**src/design/ata_pkg.sv**
```systemverilog
// Shared types and constants for the target adjustment pipeline.
`timescale 1ns / 1ps
package ata_pkg;

    // divider: quotient bits resolved per stage and stage count
    localparam int unsigned DIV_WIDTH  = 64;
    localparam int unsigned DIV_STEPS  = 4;
    localparam int unsigned DIV_STAGES = DIV_WIDTH / DIV_STEPS;

    // register map (index = paddr[5:3])
    localparam logic [2:0] REG_SPACING   = 3'd0;
    localparam logic [2:0] REG_HALF_LIFE = 3'd1;
    localparam logic [2:0] REG_LIMIT0    = 3'd2;
    localparam logic [2:0] REG_LIMIT1    = 3'd3;
    localparam logic [2:0] REG_LIMIT2    = 3'd4;
    localparam logic [2:0] REG_LIMIT3    = 3'd5;

    localparam logic [31:0] SPACING_RST   = 32'd600;
    localparam logic [31:0] HALF_LIFE_RST = 32'd172800;
    localparam logic [63:0] LIMIT_LO_RST  = 64'hFFFF_FFFF_FFFF_FFFF;
    localparam logic [63:0] LIMIT_HI_RST  = 64'h0000_0000_FFFF_FFFF;

    // cubic approximation of 2^x on x in [0,1) scaled by 2^16
    localparam logic [47:0] POLY_C1    = 48'd195766423245049;
    localparam logic [29:0] POLY_C2    = 30'd971821376;
    localparam logic [12:0] POLY_C3    = 13'd5127;
    localparam logic [63:0] POLY_ROUND = 64'h0000_8000_0000_0000;
    localparam logic [16:0] FACTOR_ONE = 17'h10000;

    localparam logic [46:0] DRIFT_MAX  = 47'h7FFF_FFFF_FFFF;

    typedef enum logic [1:0] {
        ST_NONE    = 2'd0,
        ST_RAISED  = 2'd1,
        ST_LIMITED = 2'd2
    } t_clamp;

    typedef struct packed {
        logic [31:0]  spacing;
        logic [31:0]  half_life;
        logic [255:0] limit;
    } t_cfg;

    typedef struct packed {
        logic [255:0] ref_target;
        logic         bad;
        logic         nneg;
    } t_div_side;

    typedef struct packed {
        logic       left;
        logic       rzero;
        logic [8:0] amt;
        logic [8:0] sl;
    } t_shctl;

    typedef struct packed {
        logic [255:0] ref_target;
        logic         bad;
        t_shctl       sh;
    } t_mul_side;

endpackage

```
**src/design/ata_cfg.sv**
```systemverilog
// Configuration register file behind the APB-style port.
`timescale 1ns / 1ps
module ata_cfg import ata_pkg::*; (
    input  logic        i_clk,
    input  logic        i_rst_n,
    input  logic        psel,
    input  logic        penable,
    input  logic        pwrite,
    input  logic [5:0]  paddr,
    input  logic [63:0] pwdata,
    output logic [63:0] prdata,
    output logic        pready,
    output t_cfg        o_cfg
);

    logic [31:0] r_spacing;
    logic [31:0] r_half_life;
    logic [63:0] r_limit_w0;
    logic [63:0] r_limit_w1;
    logic [63:0] r_limit_w2;
    logic [63:0] r_limit_w3;

    assign pready = 1'b1;

    always_ff @(posedge i_clk) begin
        if (!i_rst_n) begin
            r_spacing   <= SPACING_RST;
            r_half_life <= HALF_LIFE_RST;
            r_limit_w0  <= LIMIT_LO_RST;
            r_limit_w1  <= LIMIT_LO_RST;
            r_limit_w2  <= LIMIT_LO_RST;
            r_limit_w3  <= LIMIT_HI_RST;
        end else if (psel && penable && pwrite) begin
            case (paddr[5:3])
                REG_SPACING:   r_spacing   <= pwdata[31:0];
                REG_HALF_LIFE: r_half_life <= pwdata[31:0];
                REG_LIMIT0:    r_limit_w0  <= pwdata;
                REG_LIMIT1:    r_limit_w1  <= pwdata;
                REG_LIMIT2:    r_limit_w2  <= pwdata;
                REG_LIMIT3:    r_limit_w3  <= pwdata;
                default: ;
            endcase
        end
    end

    always_comb begin
        case (paddr[5:3])
            REG_SPACING:   prdata = {32'd0, r_spacing};
            REG_HALF_LIFE: prdata = {32'd0, r_half_life};
            REG_LIMIT0:    prdata = r_limit_w0;
            REG_LIMIT1:    prdata = r_limit_w1;
            REG_LIMIT2:    prdata = r_limit_w2;
            REG_LIMIT3:    prdata = r_limit_w3;
            default:       prdata = 64'd0;
        endcase
    end

    assign o_cfg.spacing   = r_spacing;
    assign o_cfg.half_life = r_half_life;
    assign o_cfg.limit     = {r_limit_w3, r_limit_w2, r_limit_w1, r_limit_w0};

endmodule

```
**config.mk**
```make
export PLATFORM = sky130hd
export DESIGN_NAME = ata_cfg
export DESIGN_NICKNAME = d
export VERILOG_FILES = /design/src/design/ata_pkg.sv /design/src/design/ata_cfg.sv
export SDC_FILE = /design/constraint.sdc
export NUM_CORES = 1
export LEC_CHECK = 0
export ABC_AREA = 0
export BUFFER_PORTS_ARGS = -buffer_cell sky130_fd_sc_hd__buf_2
export CAP_MARGIN = 20
export CORE_UTILIZATION = 47
export DETAILED_ROUTE_END_ITERATION = 8
export PLACE_DENSITY_LB_ADDON = 0.15
export SLEW_MARGIN = 20
export SYNTH_ARGS = -nofsm -noshare
export SYNTH_HDL_FRONTEND = slang
export SYNTH_SLANG_ARGS = --single-unit
```
**constraint.sdc**
```tcl
create_clock -name i_clk -period 2.1 [get_ports i_clk]
set_input_delay 0.63 -clock i_clk [delete_from_list [all_inputs] [get_ports i_clk]]
set_output_delay 0.63 -clock i_clk [all_outputs]
set_load 0.02 [all_outputs]
```
Word level (Yosys, flattened, before mapping). Index checks and enable logic that the tools add are counted.

Flip-flop bits (word level): 320. Input bits: 75. Word-level logic and storage cells: 21.

Eq/ne operators: 5. Multiplexer cells: 1. Reduce and logical (&&, ||, !) cells: 9.

Operators with widths (number): $pmux W64 S6 (1); $reduce_and A2 Y1 (6); $eq A3 B2 Y1 const B (2); $eq A3 B3 Y1 const B (2); $eq A3 B1 Y1 const B (1); $logic_not A3 Y1 (1); $logic_and A1 B1 Y1 (2).

Logic depth before layout (Yosys ltp). Gate-level depths: netlist of the first run.

Depth in word-level cells: 3. Gate-level depth with buffers: 7. Gate-level depth less buffers: 3.

Worst setup path before layout of the first run. No wires, ideal clock.

Kind: input to output. Start: input paddr[5]. End: output prdata[32]. Arrival: 1.787 ns. Required time: 1.470 ns. Path slack: -0.317 ns. Stages on the path: 6. Path buffers: 4. Path through: buf_6 > nand2b_4 > buf_4 > buf_4 > clkbuf_1 > o22ai_1.

Word-level cells in the longest chain between the ends: 2. Elaborated cells between the ends (all ways): 7. Those cells by class: eq/ne (5); mux (1); reduce/logical (1).

RTL lines: start, declared (line ata_cfg.sv:9) `input logic [5:0] paddr,`; $eq A3 B3 Y1, or another cell as far along (line ata_cfg.sv:47) `case (paddr[5:3])`; $pmux W64 S6 (*) (line ata_cfg.sv:47); end, declared (line ata_cfg.sv:11) `output logic [63:0] prdata,`.

Mark *: on every way between the ends. The rest lies on a longest branch, timed or not.

Worst setup path in the final report of the first run.
Start: input paddr[4]. End: output prdata[31].

The elaborated chain is that of the path after synthesis.

==> impl_metrics.py, run 1 <==
metrics = {
    "power_and_ir_drop": {
        "internal_power_w": 0.01103,
        "p_seq_share_pct": 41.5,
        "power.leakage_nw": 8.596,
        "p_comb_share_pct": 17.4,
        "power_density_nw_per_um2": 659.2,
        "pwr-share-clk_pct": 41.1,
        "total_power_w": 0.01500,
        "power_switching_w": 0.003971,
        "ir_drop_mv": 0.5681,
        "p_sw_share_pct": 26.47,
    },
    "sta": {
        "max_slew_margin_pct": 48.18,
        "fin_crit_ns": 2.322,
        "hold_slack_ns": 0.3876,
        "fin_crit_sh_pct": 110.6,
        "clock_skew_ns": 0,
        "worstMarginPinSlew_ns": 0.7773,
        "max_freq_mhz": 430.7,
        "rsz0062_at_grt": "yes",
        "slew_viol_final": 0,
        "finalSetupViolations": 64,
        "worst_slack_ns": -0.2216,
        "finalHoldViolCount": 0,
    },
    "placed_design": {
        "placed_cell_area_um2": 18900,
        "placed_cells": 2492,
        "gp_congestion": 0.8743,
        "port_buffers": 455,
        "hpwlAfterDp_um": 37560,
    },
    "critical_path": {
        "startpoint": "paddr[4]",
        "arrival_ns": 1.69,
        "start_kind": "input pin",
        "timing.rr.start": "r_spacing[16]",
        "critical_path_class": "in -> out",
        "critPathMaxFanout": 6,
        "reg2reg_slack_ns": 1.26,
        "worstRegToRegCells": 4,
        "cp.required_ns": 1.47,
        "r2r-end": "r_spacing[16]",
        "cp-end-kind": "primary output",
    },
    "route": {
        "viasPerCell": 6.185,
        "first_pass_iters": 7,
        "ant_nets": 0,
        "vias": 16270,
        "route.detailed.drc": 0,
        "drt_wl_total_um": 60760,
        "drt-initial-drc-count": 1649,
        "wl_per_cell_um": 23.09,
    },
    "worst_hold_path": {
        "hold_end": "r_spacing[15]",
        "holdCritStartpoint": "pwdata[15]",
        "hp-class": "in -> reg",
        "holdPathStages": 3,
    },
    "grt": {
        "grt_pass1_vias": 14960,
        "grt_usage_pct": 35.65,
        "antenna_found_initial": 7,
        "grt_pass1_wl_um": 88000,
        "grt-ovfl-total": 0,
        "grt_max_degree": 67,
    },
    "floorplanning": {
        "initial_core_util_pct": 47.84,
        "die_y_um": 178.7,
        "placementRows": 64,
        "die-area_um2": 31930,
        "pin_count": 460,
        "die_x_um": 178.7,
        "core_um2": 30670,
    },
    "synthesis": {
        "syn_area_um2": 14670,
        "ys_ff_latch": 320,
        "yosysWarnings": 0,
        "syn_avg_cell_area_um2": 8.641,
        "synth_cell_types": 37,
        "synth_seq_area_share_pct": 43.66,
        "synthCells": 1698,
        "synth_nets": 1773,
    },
    "cells_and_area": {
        "syn_to_final_growth_pct": 55.10,
        "layout_commonest_cell": "nand3_1",
        "layout.cells.non_filler": 2631,
        "nNetsFinal": 2277,
        "final_cell_mix": "nand3_1 (392), buf_2 (391), dfxtp_1 (314), o21ai_0 (220), nand2_1 (150)",
        "drive_gt1_share_pct": 43.44,
        "final_area_um2": 22760,
        "nFillCells": 2083,
        "post-route-util_pct": 74.20,
    },
    "status": {
        "status": "finished, violations left",
        "violations": "negative setup slack",
    },
    "job": {
        "drv_cap": 0,
    },
    "clock_tree": {
        "h-tree-depth": 2,
        "clockBufferDepth": 3,
        "insertion_delay_ns": 0.49,
        "cts_tree": "yes",
        "cts_buffers": 35,
        "holdBufCountCts": 0,
        "numClockSinks": 320,
        "cts_root_buffer": "clkbuf_16",
        "clkTransAtPathRegs_ns": 0.06,
    },
}
[cell usage after synthesis, drive strengths merged]
cell type	n	share of area [%]
nor2	4	0.32
clkbuf	119	3.1
dfxtp	320	44
o22ai	32	1.4
nand2b	6	0.31
buf	77	3.3
mux2	55	4.2
mux2i	165	11
o22a	3	0.18
nor2b	7	0.30
a22oi	26	1.3
nand4	1	0.043
nand3	392	13
and4	1	0.060
o311ai	35	2.1
and2	1	0.043
o21ai	254	8.7
inv	8	0.20
o221ai	3	0.18
or2	1	0.043
and4b	1	0.068
nand4b	1	0.10
nand2	150	3.8
conb	1	0.026
a221oi	6	0.36
a32oi	23	1.4
a21oi	6	0.20
[power by group through the flow]
stage / Clock (W) / Combinational (W) / Sequential [W]
2_1_floorplan: 0 / 0.00118 / 0.00641
3_3_place_gp: 0 / 0.00192 / 0.00634
3_5_place_dp: 0 / 0.00195 / 0.00634
4_1_cts: 0.00618 / 0.00241 / 0.00622
5_1_grt: 0.00645 / 0.00274 / 0.00623
6_report: 0.00616 / 0.00262 / 0.00622
[stage by stage]
step                      setup TNS, ns  setup slack, ns
after floorplan                  -2.955         -0.09422
after global placement           -64.00          -0.5311
after detailed placement         -73.98          -0.5786
after CTS                        -9.991          -0.2314
after global routing             -10.70          -0.2506
final                            -9.376          -0.2216
[worst max-delay path, cell delays in order]
cell and delay (ns):
buf_16 0.14, buf_12 0.14, mux2_4 0.30, a221oi_4 0.28, a21oi_2 0.06, buf_6 0.13
[cell families after synthesis]
| kind of cell | count (synthesis) | synth area share [%] |
|---|---|---|
| AOI/OAI and AO/OA | 388 | 15.74 |
| buffers and inverters | 204 | 6.601 |
| DFF | 320 | 43.66 |
| muxes | 220 | 15.48 |
| other | 1 | 0.02556 |
| and+or+nand+nor | 565 | 18.49 |
[metal layers]
layer	track usage (%)	part of all wire, %
met5	0	0
met4	17.55	5.0
met3	7.231	9.2
met2	58.11	48
met1	44.81	38
[how the worst max path moves through the flow]
stage                 end  slack [ns]  depth (start not counted)
2_1_floorplan  prdata[16]       -0.09                          6
3_3_place_gp   prdata[25]       -0.53                          6
3_5_place_dp   prdata[25]       -0.58                          6
4_1_cts        prdata[39]       -0.23                          6
5_1_grt        prdata[31]       -0.25                          6
6_report       prdata[31]       -0.22                          6
[cell type report]
class                   count  area [um^2]  area share, %
diodes                      9        22.52        0.09897
clock buffers              52         1042          4.580
clock inverters             9        98.84         0.4344
inverters                   8        30.03         0.1320
multi-input cells        1174         9216          40.50
flip-flops and latches    320         6414          28.18
well taps                 396        495.5          2.177
repair buffers            663         5436          23.89
[timing repair]
action	4_1_cts	5_1_grt
pin swaps	38	52
endpoints found under the setup margin	64	64
gates cloned	17	5
setup buffers	37	12
gates resized for setup	273	108
[state kept, by name (all words and copies together) (netlist names)]
| name | flops |
|---|---|
| r_limit_w0 | 64 |
| r_limit_w1 | 64 |
| r_limit_w2 | 64 |
| r_limit_w3 | 64 |
| r_half_life | 32 |
| r_spacing | 32 |
Note: power is estimated with default switching activity, not from simulation.
==> inputs of run 2 (changes only) <==
--- a/config.mk
+++ b/config.mk
@@ -10,7 +10,7 @@
 export CAP_MARGIN = 20
 export CORE_UTILIZATION = 47
 export DETAILED_ROUTE_END_ITERATION = 8
-export PLACE_DENSITY_LB_ADDON = 0.15
+export PLACE_DENSITY = 0.75
 export SLEW_MARGIN = 20
 export SYNTH_ARGS = -nofsm -noshare
 export SYNTH_HDL_FRONTEND = slang
==> run 2 against run 1 <==
The flow still finishes with violations (negative setup slack). Flip-flop and latch count unchanged. Wire length up 3.6%. Combinational power about the same. Sequential power hardly changed. Setup slack worse by 0.072 ns. Count of clock-buffer cells in the layout grew 2. Via count rose by 2.2%. Final cell count is 0.19% lower. First-iteration DRC count is 19% higher. Power is 1.3% higher. Critical path type unchanged.
==> impl_metrics.py, run 2 (synthesis gave the netlist of run 1 again) <==
metrics = {
    "floorplanning": {
        "pin_count": 460,
        "placementRows": 64,
        "die_y_um": 178.7,
        "core_um2": 30670,
        "die-area_um2": 31930,
        "die_x_um": 178.7,
        "initial_core_util_pct": 47.84,
    },
    "grt": {
        "grt-ovfl-total": 0,
        "grt_usage_pct": 37.15,
        "grt_max_degree": 59,
        "grt_pass1_wl_um": 91630,
        "antenna_found_initial": 8,
        "grt_pass1_vias": 15760,
    },
    "route": {
        "vias": 16640,
        "route.detailed.drc": 0,
        "wl_per_cell_um": 23.96,
        "viasPerCell": 6.336,
        "drt_wl_total_um": 62920,
        "first_pass_iters": 6,
        "drt-initial-drc-count": 1959,
        "ant_nets": 0,
    },
    "critical_path": {
        "slowest_stage": "mux2_2",
        "cp-end-kind": "primary output",
        "reg2reg_slack_ns": 1.31,
        "cpLargestDelayFamily": "buffers and inverters",
        "r2r-end": "r_limit_w1[3]",
        "start_kind": "input pin",
        "worstRegToRegCells": 2,
        "critical_path_class": "in -> out",
        "cp_slowest_stage_delay_ns": 0.37,
        "timing.rr.start": "r_limit_w1[3]",
        "cp.required_ns": 1.47,
        "arrival_ns": 1.76,
        "worstPathCellList": "buf_16 -> buf_12 -> mux2_2 -> a221oi_4 -> a21oi_4 -> buf_2",
        "critPathMaxFanout": 18,
        "worst-path-buf-inv": 3,
    },
    "worst_hold_path": {
        "holdPathStages": 3,
        "holdCritStartpoint": "pwdata[15]",
        "hold_end": "r_spacing[15]",
        "hp-class": "in -> reg",
    },
    "placed_design": {
        "placed_cell_area_um2": 19020,
        "dp_slack_ns": -0.5089,
        "hpwlAfterDp_um": 37900,
        "port_buffers": 455,
        "gp_congestion": 0.8750,
    },
    "sta": {
        "hold_slack_ns": 0.3768,
        "worst_slack_ns": -0.2931,
        "worstMarginPinSlew_ns": 0.6980,
        "clock_skew_ns": 0,
        "slew_viol_final": 0,
        "max_slew_margin_pct": 53.47,
        "rsz0062_at_grt": "yes",
        "finalHoldViolCount": 0,
        "fin_crit_ns": 2.393,
        "max_freq_mhz": 417.9,
        "fin_crit_sh_pct": 114.0,
        "finalSetupViolations": 64,
    },
    "power_and_ir_drop": {
        "power.leakage_nw": 8.466,
        "pwr-share-clk_pct": 41.9,
        "power_density_nw_per_um2": 673.9,
        "internal_power_w": 0.01109,
        "p_sw_share_pct": 27.03,
        "total_power_w": 0.01520,
        "p_seq_share_pct": 40.9,
        "ir_drop_mv": 0.4634,
        "power_switching_w": 0.004108,
        "p_comb_share_pct": 17.2,
    },
    "cells_and_area": {
        "regArea_um2": 6406,
        "multi_input_area_um2": 8994,
        "nNetsFinal": 2272,
        "nFillCells": 2112,
        "final_area_um2": 22550,
        "final_cell_mix": "nand3_1 (392), buf_2 (392), dfxtp_1 (320), o21ai_0 (220), nand2_1 (150)",
        "drive_gt1_share_pct": 42.91,
        "syn_to_final_growth_pct": 53.72,
    },
    "clock_tree": {
        "cts_tree": "yes",
        "clkTransAtPathRegs_ns": 0.06,
        "cts_root_buffer": "clkbuf_16",
        "h-tree-depth": 2,
        "insertion_delay_ns": 0.52,
        "cts_buffers": 36,
        "numClockSinks": 320,
        "clockBufferDepth": 3,
    },
    "status": {
        "violations": "negative setup slack",
        "status": "finished, violations left",
    },
    "job": {
        "drv_cap": 0,
    },
}
## run 2: cell types whose count changed in the layout (fill, tap and decap cells not counted), sizes merged
| cell | before | now |
|---|---|---|
| diode | 9 | 7 |
| buf | 656 | 651 |
| clkinv | 6 | 7 |
| bufinv | 2 | 1 |
| clkinvlp | 0 | 1 |
| bufbuf | 3 | 4 |
## run 2: worst max-delay path by stage
stage                  to      from  slack, ns  cells past startpoint
2_1_floorplan  prdata[16]  paddr[5]      -0.09                      6
3_3_place_gp    prdata[1]  paddr[5]      -0.49                      6
3_5_place_dp    prdata[1]  paddr[4]      -0.51                      6
4_1_cts        prdata[15]  paddr[4]      -0.28                      6
5_1_grt        prdata[31]  paddr[4]      -0.33                      8
6_report       prdata[15]  paddr[4]      -0.29                      6
## run 2: cell type report
cell class	count	share of cell area, %
antenna	7	0.07767
clock buffer	54	4.882
clock inverter	10	0.4549
inverter	8	0.1331
multi-input combinational	1174	39.88
sequential	320	28.40
tap	396	2.197
timing repair buffer	657	23.97
## run 2: worst min-delay path, delay by kind of cell
family	cells	cell delay [ns]
buffers and inverters	1	0.11
multiplexers	1	0.06
AND/OR/NAND/NOR	1	0.05
## run 2: power by group through the flow
| stage | Clock, W | Sequential [W] | Combinational, W |
|---|---|---|---|
| floorplan | 0 | 0.00641 | 0.00118 |
| finish | 0.00637 | 0.00622 | 0.00261 |
| global placement | 0 | 0.00633 | 0.00195 |
| detailed placement | 0 | 0.00634 | 0.00199 |
| CTS | 0.00640 | 0.00621 | 0.00248 |
| global route | 0.00667 | 0.00622 | 0.00272 |
## run 2: through the flow
stage,util (%),setup TNS (ns),cells
4_1_cts,72.46,-13.27,2618
3_3_place_gp,62.01,-32.48,2491
6_report,73.54,-12.64,2626
5_1_grt,73.53,-14.36,2625
2_1_floorplan,-,-2.955,1698
3_5_place_dp,62.01,-35.19,2491
## run 2: per-layer routing
metal | GRT usage (%) | vias to the layer above | part of all wire [%]
met5 | 0 | - | 0.025
met4 | 21.01 | 2 | 5.7
met3 | 11.47 | 274 | 12
met2 | 60.66 | 1204 | 47
met1 | 43.09 | 7934 | 35
li1 | - | 7224 | -
## run 2: timing repair
item,4_1_cts,5_1_grt
resized for setup,253,61
endpoints found under the hold margin,0,0
pin swaps,30,17
setup endpoints to repair,64,64
hold buffers,0,0
gates cloned,19,2
buffers inserted,44,3
==> inputs of run 3 (changes only) <==
--- a/config.mk
+++ b/config.mk
@@ -9,8 +9,10 @@
 export BUFFER_PORTS_ARGS = -buffer_cell sky130_fd_sc_hd__buf_2
 export CAP_MARGIN = 20
 export CORE_UTILIZATION = 47
+export CTS_CLUSTER_SIZE = 20
 export DETAILED_ROUTE_END_ITERATION = 8
 export PLACE_DENSITY = 0.75
+export SETUP_SLACK_MARGIN = 0.15
 export SLEW_MARGIN = 20
 export SYNTH_ARGS = -nofsm -noshare
 export SYNTH_HDL_FRONTEND = slang
==> run 3 against run 2 <==
Sequential power is essentially flat. Largest power group is now sequential cells. Count of clock-buffer cells in the layout decreased by 3. Highest routed layer is now met4. Critical endpoint is now prdata[50]. Power decreased by 0.89%. The run still ends with negative setup slack left.
==> impl_metrics.py, run 3 (synthesis gave the netlist of run 1 again) <==
metrics = {
    "clock_tree": {
        "cts_tree": "yes",
        "clkTransAtPathRegs_ns": 0.06,
        "cts_buffers": 36,
        "h-tree-depth": 2,
        "numClockSinks": 320,
        "insertion_delay_ns": 0.52,
        "clockBufferDepth": 3,
        "cts_root_buffer": "clkbuf_16",
        "holdBufCountCts": 0,
    },
    "cells_and_area": {
        "nNetsFinal": 2281,
        "syn_to_final_growth_pct": 53.82,
        "drive_gt1_share_pct": 42.47,
        "layout_commonest_cell": "nand3_1",
        "layout.cells.non_filler": 2635,
        "final_area_um2": 22570,
        "final_cell_mix": "nand3_1 (392), buf_2 (388), dfxtp_1 (317), o21ai_0 (220), nand2_1 (150)",
    },
    "floorplanning": {
        "die_y_um": 178.7,
        "pin_count": 460,
        "placementRows": 64,
        "core_um2": 30670,
        "die-area_um2": 31930,
        "initial_core_util_pct": 47.84,
        "die_x_um": 178.7,
    },
    "critical_path": {
        "worst-path-buf-inv": 4,
        "arrival_ns": 1.92,
        "start_kind": "input pin",
        "cp.required_ns": 1.47,
        "reg2reg_slack_ns": 1.25,
        "cp-end-kind": "primary output",
        "critPathMaxFanout": 6,
        "cp_slowest_stage_delay_ns": 0.46,
        "critical_path_class": "in -> out",
        "worstPathCellList": "buf_16 -> buf_16 -> buf_6 -> mux2i_2 -> o22ai_4 -> buf_6",
        "cpLargestDelayFamily": "buffers and inverters",
        "slowest_stage": "mux2i_2",
    },
    "job": {
        "drv_cap": 0,
    },
    "sta": {
        "fin_crit_sh_pct": 121.6,
        "max_slew_margin_pct": 62.74,
        "hold_slack_ns": 0.3696,
        "fin_crit_ns": 2.553,
        "finalSetupViolations": 64,
        "max_freq_mhz": 391.6,
        "finalHoldViolCount": 0,
        "worstMarginPinSlew_ns": 0.5433,
        "slew_viol_final": 0,
        "clock_skew_ns": 0,
        "rsz0062_at_grt": "yes",
        "worst_slack_ns": -0.4535,
    },
    "power_and_ir_drop": {
        "power.leakage_nw": 8.572,
        "ir_drop_mv": 0.4760,
        "p_seq_share_pct": 41.3,
        "pwr-share-clk_pct": 41.1,
        "p_comb_share_pct": 17.6,
        "p_sw_share_pct": 27.21,
        "internal_power_w": 0.01096,
        "power_switching_w": 0.004099,
        "power_density_nw_per_um2": 667.5,
    },
    "route": {
        "drt_wl_total_um": 63490,
        "ant_nets": 0,
        "first_pass_iters": 8,
        "wl_per_cell_um": 24.09,
        "drt-initial-drc-count": 1894,
        "viasPerCell": 6.320,
        "route.detailed.drc": 0,
        "vias": 16650,
    },
    "placed_design": {
        "placed_cell_area_um2": 19000,
        "placed_cells": 2492,
        "hpwlAfterDp_um": 37700,
        "port_buffers": 455,
        "dp_slack_ns": -0.4530,
        "gp_congestion": 0.8839,
    },
    "grt": {
        "grt_max_degree": 92,
        "grt_pass1_vias": 15340,
        "grt_usage_pct": 36.47,
        "grt-ovfl-total": 0,
        "antenna_found_initial": 7,
        "grt_pass1_wl_um": 89730,
    },
    "status": {
        "status": "finished, violations left",
        "violations": "negative setup slack",
    },
    "worst_hold_path": {
        "hp-class": "in -> reg",
    },
}
## run 3: cell types whose count changed in the layout (fill, tap and decap cells not counted), sizes merged
| cell | delta |
|---|---|
| buf | +4 |
| clkinv | +1 |
| nand2b | +1 |
| clkinvlp | +1 |
| inv | +1 |
| bufbuf | +1 |
## run 3: cell type report
type / count / area, um^2
antenna: 7 / 17.52
clock buffer: 51 / 1049
clock inverter: 13 / 102.6
fill: 2080 / 8102
inverter: 8 / 30.03
multi-input combinational: 1175 / 8887
sequential: 320 / 6410
tap: 396 / 495.5
timing repair buffer: 665 / 5577
## run 3: metrics by stage
stage	TNS, ns	power [W]	util [%]
6_report	-14.73	0.01506	73.58
5_1_grt	-16.49	0.01548	73.58
4_1_cts	-14.44	0.01477	70.67
3_5_place_dp	-53.83	0.008323	61.96
3_3_place_gp	-50.30	0.008288	61.96
2_1_floorplan	-3.033	0.007600	-
## run 3: worst paths after layout
check / from / cells after the start / endpoint
max reg2reg: r_limit_w2[44] / 2 / r_limit_w2[44]
min: pwdata[15] / 3 / r_spacing[15]
max: paddr[3] / 6 / prdata[50]
min reg2reg: r_limit_w3[58] / 2 / r_limit_w3[58]
## run 3: layer usage
metal	global-route usage [%]	part of all wire, %	up-vias
li1	-	-	7255
met1	42.78	36	7977
met2	60.69	48	1163
met3	8.906	11	259
met4	20.76	6.1	0
met5	0	0	-
## run 3: tightest hold or removal path, delay by kind of cell
kind / cells / cell delay (ns)
simple gates: 1 / 0.05
mux: 1 / 0.05
buf+inv: 1 / 0.11
## run 3: what timing repair did
action / 4_1_cts / 5_1_grt
buffers inserted: 26 / 26
pin swaps: 22 / 36
cloned: 15 / 6
endpoints found under the setup margin: 64 / 64
resized for setup: 209 / 114
## run 3: power by group through the flow
stage / registers [W] / clock network [W] / logic, W
detailed placement: 0.00634 / 0 / 0.00198
floorplan: 0.00641 / 0 / 0.00119
finish: 0.00622 / 0.00620 / 0.00265
CTS: 0.00621 / 0.00619 / 0.00237
global route: 0.00622 / 0.00650 / 0.00275
global placement: 0.00634 / 0 / 0.00195
